**src/mkpd_pkg.sv**
```systemverilog
// ----------------------------------------------------------------------------
// mkpd_pkg
// Shared types and the key character table for the keypad scan debouncer.
// ----------------------------------------------------------------------------
`default_nettype none

package mkpd_pkg;

  localparam int unsigned ROWS     = 4;
  localparam int unsigned COLS     = 4;
  localparam int unsigned ROW_W    = $clog2(ROWS);
  localparam int unsigned COL_W    = $clog2(COLS);
  localparam int unsigned KEY_W    = ROW_W + COL_W;
  localparam int unsigned CHAR_W   = 7;
  localparam int unsigned NUM_KEYS = ROWS * COLS;

  typedef struct packed {
    logic [COLS-1:0] cols_row0;
    logic [COLS-1:0] cols_row1;
    logic [COLS-1:0] cols_row2;
    logic [COLS-1:0] cols_row3;
  } scan_t;

  typedef struct packed {
    logic [KEY_W-1:0]  key_index;
    logic [CHAR_W-1:0] key_char;
  } key_t;

  // what one row lane found
  typedef struct packed {
    logic             hit;
    logic [COL_W-1:0] col;
  } lane_hit_t;

  // decision of the merge stage for the scan on the input
  typedef struct packed {
    logic emit;
    key_t item;
  } merge_out_t;

  // remapped layout "abodefchijglmnkp"
  localparam logic [CHAR_W-1:0] KEY_CHARS [NUM_KEYS] = '{
    7'h61, 7'h62, 7'h6f, 7'h64, 7'h65, 7'h66, 7'h63, 7'h68,
    7'h69, 7'h6a, 7'h67, 7'h6c, 7'h6d, 7'h6e, 7'h6b, 7'h70
  };

endpackage

`default_nettype wire

```
**src/matrix_keypad_scan_debounce.sv**
```systemverilog
// ----------------------------------------------------------------------------
// matrix_keypad_scan_debounce
// 4x4 keypad scan decode with two-scan debounce and buffered key output.
// ----------------------------------------------------------------------------
// One scan is taken per cycle while scan_ready is high: four row lanes decode
// their column samples in parallel, the merge stage picks the first row with a
// single key and compares it with the held key in the same cycle. A debounced
// key leaves through an output register backed by one skid entry, so scans keep
// flowing while a key waits; scan_ready drops only when both entries are full.
`default_nettype none

module matrix_keypad_scan_debounce (
  input  wire logic            clk,
  input  wire logic            rst,
  input  wire logic            scan_valid,
  output      logic            scan_ready,
  input  wire mkpd_pkg::scan_t scan,
  output      logic            key_valid,
  input  wire logic            key_ready,
  output mkpd_pkg::key_t       key
);
  import mkpd_pkg::*;

  lane_hit_t  lanes [ROWS];
  merge_out_t result;
  logic       scan_fire;
  logic       key_fire;
  logic       push;
  logic       skid_valid;
  key_t       skid;

  mkpd_lane u_lane0 (.cols(scan.cols_row0), .lane(lanes[0]));
  mkpd_lane u_lane1 (.cols(scan.cols_row1), .lane(lanes[1]));
  mkpd_lane u_lane2 (.cols(scan.cols_row2), .lane(lanes[2]));
  mkpd_lane u_lane3 (.cols(scan.cols_row3), .lane(lanes[3]));

  mkpd_merge u_merge (
    .clk    (clk),
    .rst    (rst),
    .fire   (scan_fire),
    .lanes  (lanes),
    .result (result)
  );

  assign scan_ready = !skid_valid;
  assign scan_fire  = scan_valid && scan_ready;
  assign key_fire   = key_valid && key_ready;
  assign push       = scan_fire && result.emit;

  always_ff @(posedge clk) begin
    if (rst) begin
      key_valid  <= 1'b0;
      skid_valid <= 1'b0;
    end else if (skid_valid) begin
      if (key_fire) begin
        skid_valid <= 1'b0;
      end
    end else if (push) begin
      if (!key_valid || key_fire) begin
        key_valid <= 1'b1;
      end else begin
        skid_valid <= 1'b1;
      end
    end else if (key_fire) begin
      key_valid <= 1'b0;
    end
  end

  always_ff @(posedge clk) begin
    if (skid_valid) begin
      if (key_fire) begin
        key <= skid;
      end
    end else if (push) begin
      if (!key_valid || key_fire) begin
        key <= result.item;
      end else begin
        skid <= result.item;
      end
    end
  end

  a_skid_behind_out: assert property (@(posedge clk) disable iff (rst)
    skid_valid |-> key_valid)
    else $error("skid entry held with empty output register");

  a_stall_to_skid: assert property (@(posedge clk) disable iff (rst)
    push && key_valid && !key_ready |=> skid_valid)
    else $error("key lost while output stalled");

  a_skid_moves: assert property (@(posedge clk) disable iff (rst)
    skid_valid && key_ready |=> key_valid && key == $past(skid))
    else $error("skid entry not moved to output");

endmodule

`default_nettype wire

```
**src/mkpd_lane.sv**
```systemverilog
// ----------------------------------------------------------------------------
// mkpd_lane
// One row lane: finds whether exactly one column is active and which one.
// ----------------------------------------------------------------------------
`default_nettype none

module mkpd_lane (
  input  wire logic [mkpd_pkg::COLS-1:0] cols,
  output mkpd_pkg::lane_hit_t            lane
);
  import mkpd_pkg::*;

  always_comb begin
    lane.hit = 1'b0;
    lane.col = '0;
    case (cols)
      4'b0001: begin
        lane.hit = 1'b1;
        lane.col = 2'd0;
      end
      4'b0010: begin
        lane.hit = 1'b1;
        lane.col = 2'd1;
      end
      4'b0100: begin
        lane.hit = 1'b1;
        lane.col = 2'd2;
      end
      4'b1000: begin
        lane.hit = 1'b1;
        lane.col = 2'd3;
      end
      default: begin
        lane.hit = 1'b0;
        lane.col = '0;
      end
    endcase
  end

endmodule

`default_nettype wire

```
**src/mkpd_merge.sv**
```systemverilog
// ----------------------------------------------------------------------------
// mkpd_merge
// Picks the first row lane with a single key and runs the two-scan debounce.
// ----------------------------------------------------------------------------
`default_nettype none

module mkpd_merge (
  input  wire logic                clk,
  input  wire logic                rst,
  input  wire logic                fire,
  input  wire mkpd_pkg::lane_hit_t lanes [mkpd_pkg::ROWS],
  output mkpd_pkg::merge_out_t     result
);
  import mkpd_pkg::*;

  logic             held_valid;
  logic             held_valid_next;
  logic [KEY_W-1:0] held_key;
  logic [KEY_W-1:0] held_key_next;
  logic             pressed;
  logic [KEY_W-1:0] key;

  // lowest row wins
  always_comb begin
    pressed = 1'b0;
    key     = '0;
    for (int r = ROWS - 1; r >= 0; r--) begin
      if (lanes[r].hit) begin
        pressed = 1'b1;
        key     = {ROW_W'(r), lanes[r].col};
      end
    end
  end

  always_comb begin
    result.emit          = held_valid && pressed && (key == held_key);
    result.item.key_index = key;
    result.item.key_char  = KEY_CHARS[key];
    held_valid_next = !held_valid && pressed;
    held_key_next   = (!held_valid && pressed) ? key : '0;
  end

  always_ff @(posedge clk) begin
    if (rst) begin
      held_valid <= 1'b0;
      held_key   <= '0;
    end else if (fire) begin
      held_valid <= held_valid_next;
      held_key   <= held_key_next;
    end
  end

  a_emit_clears: assert property (@(posedge clk) disable iff (rst)
    fire && result.emit |=> !held_valid)
    else $error("held key not cleared after emit");

  a_first_loads: assert property (@(posedge clk) disable iff (rst)
    fire && !held_valid && pressed |=> held_valid && held_key == $past(key))
    else $error("first press not held");

  a_no_press_clears: assert property (@(posedge clk) disable iff (rst)
    fire && !pressed |=> !held_valid)
    else $error("held key survived a scan with no press");

endmodule

`default_nettype wire

```
**config.mk**
```make
export PLATFORM = sky130hd
export DESIGN_NAME = matrix_keypad_scan_debounce
export DESIGN_NICKNAME = d
export VERILOG_FILES = /design/src/mkpd_pkg.sv /design/src/matrix_keypad_scan_debounce.sv /design/src/mkpd_lane.sv /design/src/mkpd_merge.sv
export SDC_FILE = /design/constraint.sdc
export NUM_CORES = 1
export LEC_CHECK = 0
export ABC_AREA = 0
export BUFFER_PORTS_ARGS = -buffer_cell sky130_fd_sc_hd__buf_4
export CAP_MARGIN = 0
export CORE_AREA = 2 2 61 63
export CTS_CLUSTER_DIAMETER = 100
export CTS_CLUSTER_SIZE = 20
export DETAILED_ROUTE_END_ITERATION = 10
export DIE_AREA = 0 0 63 65
export PLACE_DENSITY = 0.68
export SETUP_SLACK_MARGIN = 0.02
export SLEW_MARGIN = 30
export SYNTH_ARGS = -nofsm -noshare
export SYNTH_HDL_FRONTEND = slang
export SYNTH_HIERARCHICAL = 1
export SYNTH_SLANG_ARGS = --single-unit
export TNS_END_PERCENT = 20
```
**constraint.sdc**
```tcl
create_clock -name clk -period 4.4 [get_ports clk]
set_input_delay 0.22 -clock clk [delete_from_list [all_inputs] [get_ports clk]]
set_output_delay 0.22 -clock clk [all_outputs]
set_load 0.1 [all_outputs]
```
# Yosys cells after proc, flatten, opt, wreduce, memory -nomap -nowiden
# Memory sizes are Yosys's and may differ from the RTL's.
# Cells that the tools add are included.
dict set report totals {
  output_inout_bits 13
  register_bits 29
  elab_cells 74
  romBits 112
  mem_count 1
  in_bits 20
}
dict set report op_classes {
  n_bitwise 3
  mux 26
  n_lt_le_gt_ge 1
  n_reduce_logical 16
  eq_ne 19
}
# memory words width rd rd_ports_with_merged_regs write_ports line_no
set mem_list {}
lappend mem_list {{(name not given)} 16 7 1 0 0 mkpd_merge.sv:38} ;# result.item.key_char = KEY_CHARS[key];
# operator count
set op_table {}
lappend op_table {{3-bit case mux with 4 select lines} 4}
lappend op_table {{11-bit two-way mux} 4}
lappend op_table {{4-bit two-way mux} 5}
lappend op_table {{4-bit by 1-bit equality test with 1-bit output (second input constant)} 4}
lappend op_table {{4-bit by 2-bit equality test with 1-bit output (second input constant)} 4}
lappend op_table {{4-bit by 3-bit equality test with 1-bit output (second input constant)} 4}
lappend op_table {{4-bit equality test (second input constant)} 4}
lappend op_table {{7-bit two-way mux} 2}
lappend op_table {{1-bit two-way mux} 11}
lappend op_table {{3-bit AND reduction} 3}
lappend op_table {{1-bit logical AND} 6}
lappend op_table {{2-bit nonzero test} 3}
lappend op_table {{5-bit greater-or-equal comparator (second input constant)} 1}
lappend op_table {{4-bit inverter with 5-bit output} 1}
lappend op_table {{4-bit equality test} 1}
lappend op_table {{1-bit logical NOT} 3}
lappend op_table {{2-bit by 1-bit inequality test with 1-bit output (second input constant)} 1}
lappend op_table {{2-bit inequality test (second input constant)} 1}
lappend op_table {{1-bit inverter} 2}
lappend op_table {{1-bit logical OR} 1}

# Logic depth before layout (Yosys ltp)
dict set report depth {
  depth_word 13
  ltp_mapped 11
  mapped_depth_nobuf 11
}

# Modules after synthesis
# Netlist, hierarchy kept.
# module cells_each area_per_inst_um2 n_inst seq_area_each_um2
set by_module_without_submodules {}
lappend by_module_without_submodules {matrix_keypad_scan_debounce 48 945.9 1 700.7}
lappend by_module_without_submodules {mkpd_merge 62 462.9 1 100.1}
lappend by_module_without_submodules {mkpd_lane 8 60.1 4 0.0}

# Worst setup path before layout
# Ideal clock, no wire load.
dict set report synth_timing {
  kind {input-to-reg}
  from {input port scan[5] (netlist name)}
  to {register skid[0] (netlist name), enable pin}
  setup_ns 0.396
  path_stages 10
  t_required_ns 4.004
  path_buffers 0
  arrival_ns 2.750
  setup_slack_ns 1.255
  path_cell_list {or2_1 -> o2bb2ai_2 -> a21oi_1 -> a221oi_1 -> a21o_1 -> inv_1 -> xnor2_1 -> nor4_2 -> nand3_1 -> nor3b_1}
}
# item line_no
set synth_rtl {}
lappend synth_rtl {{start: declaration} matrix_keypad_scan_debounce.sv:17} ;# input wire mkpd_pkg::scan_t scan,
lappend synth_rtl {{end signal: assignment} matrix_keypad_scan_debounce.sv:78} ;# skid <= result.item;
lappend synth_rtl {{end: declaration} matrix_keypad_scan_debounce.sv:30} ;# key_t skid;

==> impl_results.md <==
- Fill cell count: 294
- Layout area overhead: 19.42%
- Die width: 63 µm
- Overflow left after global routing: 0
- Post-Syn Area: 1649 µm²
- Hold Path Class: in2reg
- Die span in y: 65 µm
- Metal2 WL: 1.339 mm
- Initial antenna violation count: 0
- Clock Tree Buf Depth: 2
- Worst R2R End: skid[0]
- Unrepaired setup endpoints after global routing: false
- Top routing layer in use: met4
- Critical Path RT: 4.44 ns
- IO buf count: 32
- Top cell type's share of synthesized area: 40.06%
- Cells after Synth: 142
- Status: finished clean
- Worst r2r src: u_merge/held_key[3]
- CTS tree: yes
- Crit. End Element: flip-flop
- Worst hold stages: 2
- Min cycle time layout: 2.526 ns
- Period utilization: 57.40%
- R2R Setup Slk: 2.68 ns
- Final number of hold-violating endpoints: 0
- H-tree levels: 2
- First-pass GRT wire length: 4.505 mm
- Vias per cell: 4.925
- Met1 WL: 1.167 mm
- Max VDD drop: 0.1708 mV
- Pre-antenna DRT Iters: 4
- Vias in the first global route: 1077
- Final GP Congestion: 0.8047
- Relative slew slack: 50.65%
- Clock root cell: clkbuf_4
- Reg clk slew, reported paths: 0.09 ns
- WL final: 2.655 mm
- Layout cells sized above 1: 33.33%
- Critical path arrival: 2.57 ns
- Gr usage total: 14.40%
- Startpoint Class: input pin
- Area leader, netlist: edfxtp_1
- Largest net degree at the start of global routing: 16
- Worst Reg2Reg Path Length in Cells: 6
- Register area: 800.8 µm²
- Pre-CTS WS: 1.522 ns
- Clock skew: 0.007135 ns
- Metal3 WL: 120 µm
- Max FO, Critical Path: 11
- Multi-input logic area: 772.0 µm²
- Final Core Density: 56.34%
- Worst-Skew Late Latency: 0.33 ns
- # DRC: 0
- P per Cell Area: 304.3 nW/µm²
- Initial DRC count: 25
- Yosys cell types: 34
- Number of synthesized register bits: 29
- Nets: 204
- Inserted Diodes: 0
- Max-cap violations: 0
- Antenna Nets Post-Route: 0
- Die area: 4095 µm²
- Sequential share of the synthesized area: 48.56%
- Worst hold endpoint: u_merge/held_key[3]
- Critical path class: in2reg
- Fmax: 0.3959 GHz
- CTS Sinks: 29
- Detailed Place HPWL: 2.051 mm
- Slew Viols, Final: 0
- Placement Rows: 22
- Synth area leaders: edfxtp_1 40%, dfxtp_1 8.5%, mux2_4 7.3%
- Initial Util: 47.17%
- Mean Syn Cell Area: 11.61 µm²
- Setup tns final: 0 ns
- Final setup violation count: 0
- Post-CTS Setup Bufs: 0
- Total core area: 3496 µm²
- Ports: 33
- Hold_buf cts: 0
- Pwr Total: 599.3 µW
- Final worst slack: 1.874 ns
- Pleak: 0.0007731 µW
- Worst-Margin Slew: 0.7392 ns
- Vias: 1123
- Post-CTS sizing: 0
- CTS buffer count: 5
- Yosys warnings: 6
- Hold path startpoint: rst
- WL/cell: 11.64 µm
[registers in the layout, summed over array words and instances (netlist names)]
name / count
key: 11
skid: 11
key_valid: 1
u_merge/held_key: 4
u_merge/held_valid: 1
skid_valid: 1
[worst max path at each step]
stage / from / endpoint / slack, ns / cells past startpoint
3_3_place_gp: scan[9] / skid[2] / 1.60 / 10
5_1_grt: scan[5] / skid[2] / 1.59 / 12
2_1_floorplan: scan[5] / skid[0] / 1.25 / 10
6_report: scan[5] / skid[0] / 1.87 / 12
4_1_cts: scan[5] / skid[7] / 1.87 / 12
3_5_place_dp: scan[5] / skid[2] / 1.52 / 12
[synth_stat cells]
cell,n
a211oi_1,2
a21o_1,1
a21oi_1,9
a221oi_1,2
a22oi_1,4
and2b_1,1
and2b_2,1
and3_1,1
buf_12,1
buf_4,2
buf_6,1
clkbuf_1,1
conb_1,1
dfxtp_1,7
edfxtp_1,22
ha_1,5
inv_1,7
inv_2,1
mux2_2,4
mux2_4,8
nand2_1,3
nand3_1,2
nand3b_1,2
nor2_1,19
nor3_1,5
nor3b_1,1
nor4_1,1
nor4_2,1
o21ai_0,3
o2bb2ai_2,4
o311ai_0,1
or2_1,4
xnor2_1,9
xor2_1,6
[power by group]
part / internal (µW) / switching (µW)
registers: 306 / 2.88
clock network: 60.7 / 89.7
logic: 63.6 / 76.8
total: 430 / 169
[layout make-up]
cell class / instances / area share (%)
Sequential cell: 29 / 40.66
Multi-Input combinational cell: 101 / 39.20
Clock buffer: 6 / 2.097
Clock inverter: 2 / 0.5083
Tap cell: 48 / 3.050
Timing Repair Buffer: 34 / 12.96
Inverter: 8 / 1.525
[metrics by stage]
step | std cells | area [µm²] | hold slack (ns)
6_report | 228 | 1969 | 0.09995
2_1_floorplan | 143 | 1653 | 0.2891
3_5_place_dp | 220 | 1918 | 0.4420
5_1_grt | 228 | 1969 | 0.09105
3_3_place_gp | 220 | 1918 | 0.4412
4_1_cts | 228 | 1969 | 0.09132
[layout by cell type (no fill, tap or decap), types with 3 or more instances in the layout]
cell / count
buf_4: 34
edfxtp_1: 22
nor2_1: 19
a21oi_1: 9
xnor2_1: 9
mux2_4: 8
inv_1: 7
dfxtp_1: 7
xor2_1: 6
clkbuf_4: 5
nor3_1: 5
ha_1: 5
a22oi_1: 4
mux2_2: 4
or2_1: 4
o2bb2ai_2: 4
nand2_1: 3
o21ai_0: 3
[critical path, stage by stage]
cell	delay, ns
buf_4	0.12
or2_1	0.25
o2bb2ai_2	0.26
a21oi_1	0.10
a221oi_1	0.35
a21o_1	0.22
inv_1	0.13
xnor2_1	0.15
nor4_2	0.18
nand3_1	0.16
nor3b_1	0.20
buf_4	0.22
[routing by layer]
layer	up-vias	GRT usage, %
li1	578	-
met1	516	16.46
met2	26	24.47
met3	3	5.729
met4	0	5.000
met5	-	0
[logic make-up after synthesis]
| group | count (synthesis) | share of synthesized area (%) |
|---|---|---|
| buffers and inverters | 13 | 4.855 |
| adders and majority gates | 5 | 3.794 |
| muxes | 12 | 10.02 |
| and+or+nand+nor | 41 | 12.52 |
| DFF | 29 | 48.56 |
| AOI/OAI and AO/OA | 26 | 12.06 |
| other | 1 | 0.2274 |
| xor gates and xnor gates | 15 | 7.967 |
Power figures use the tool's default switching activity.
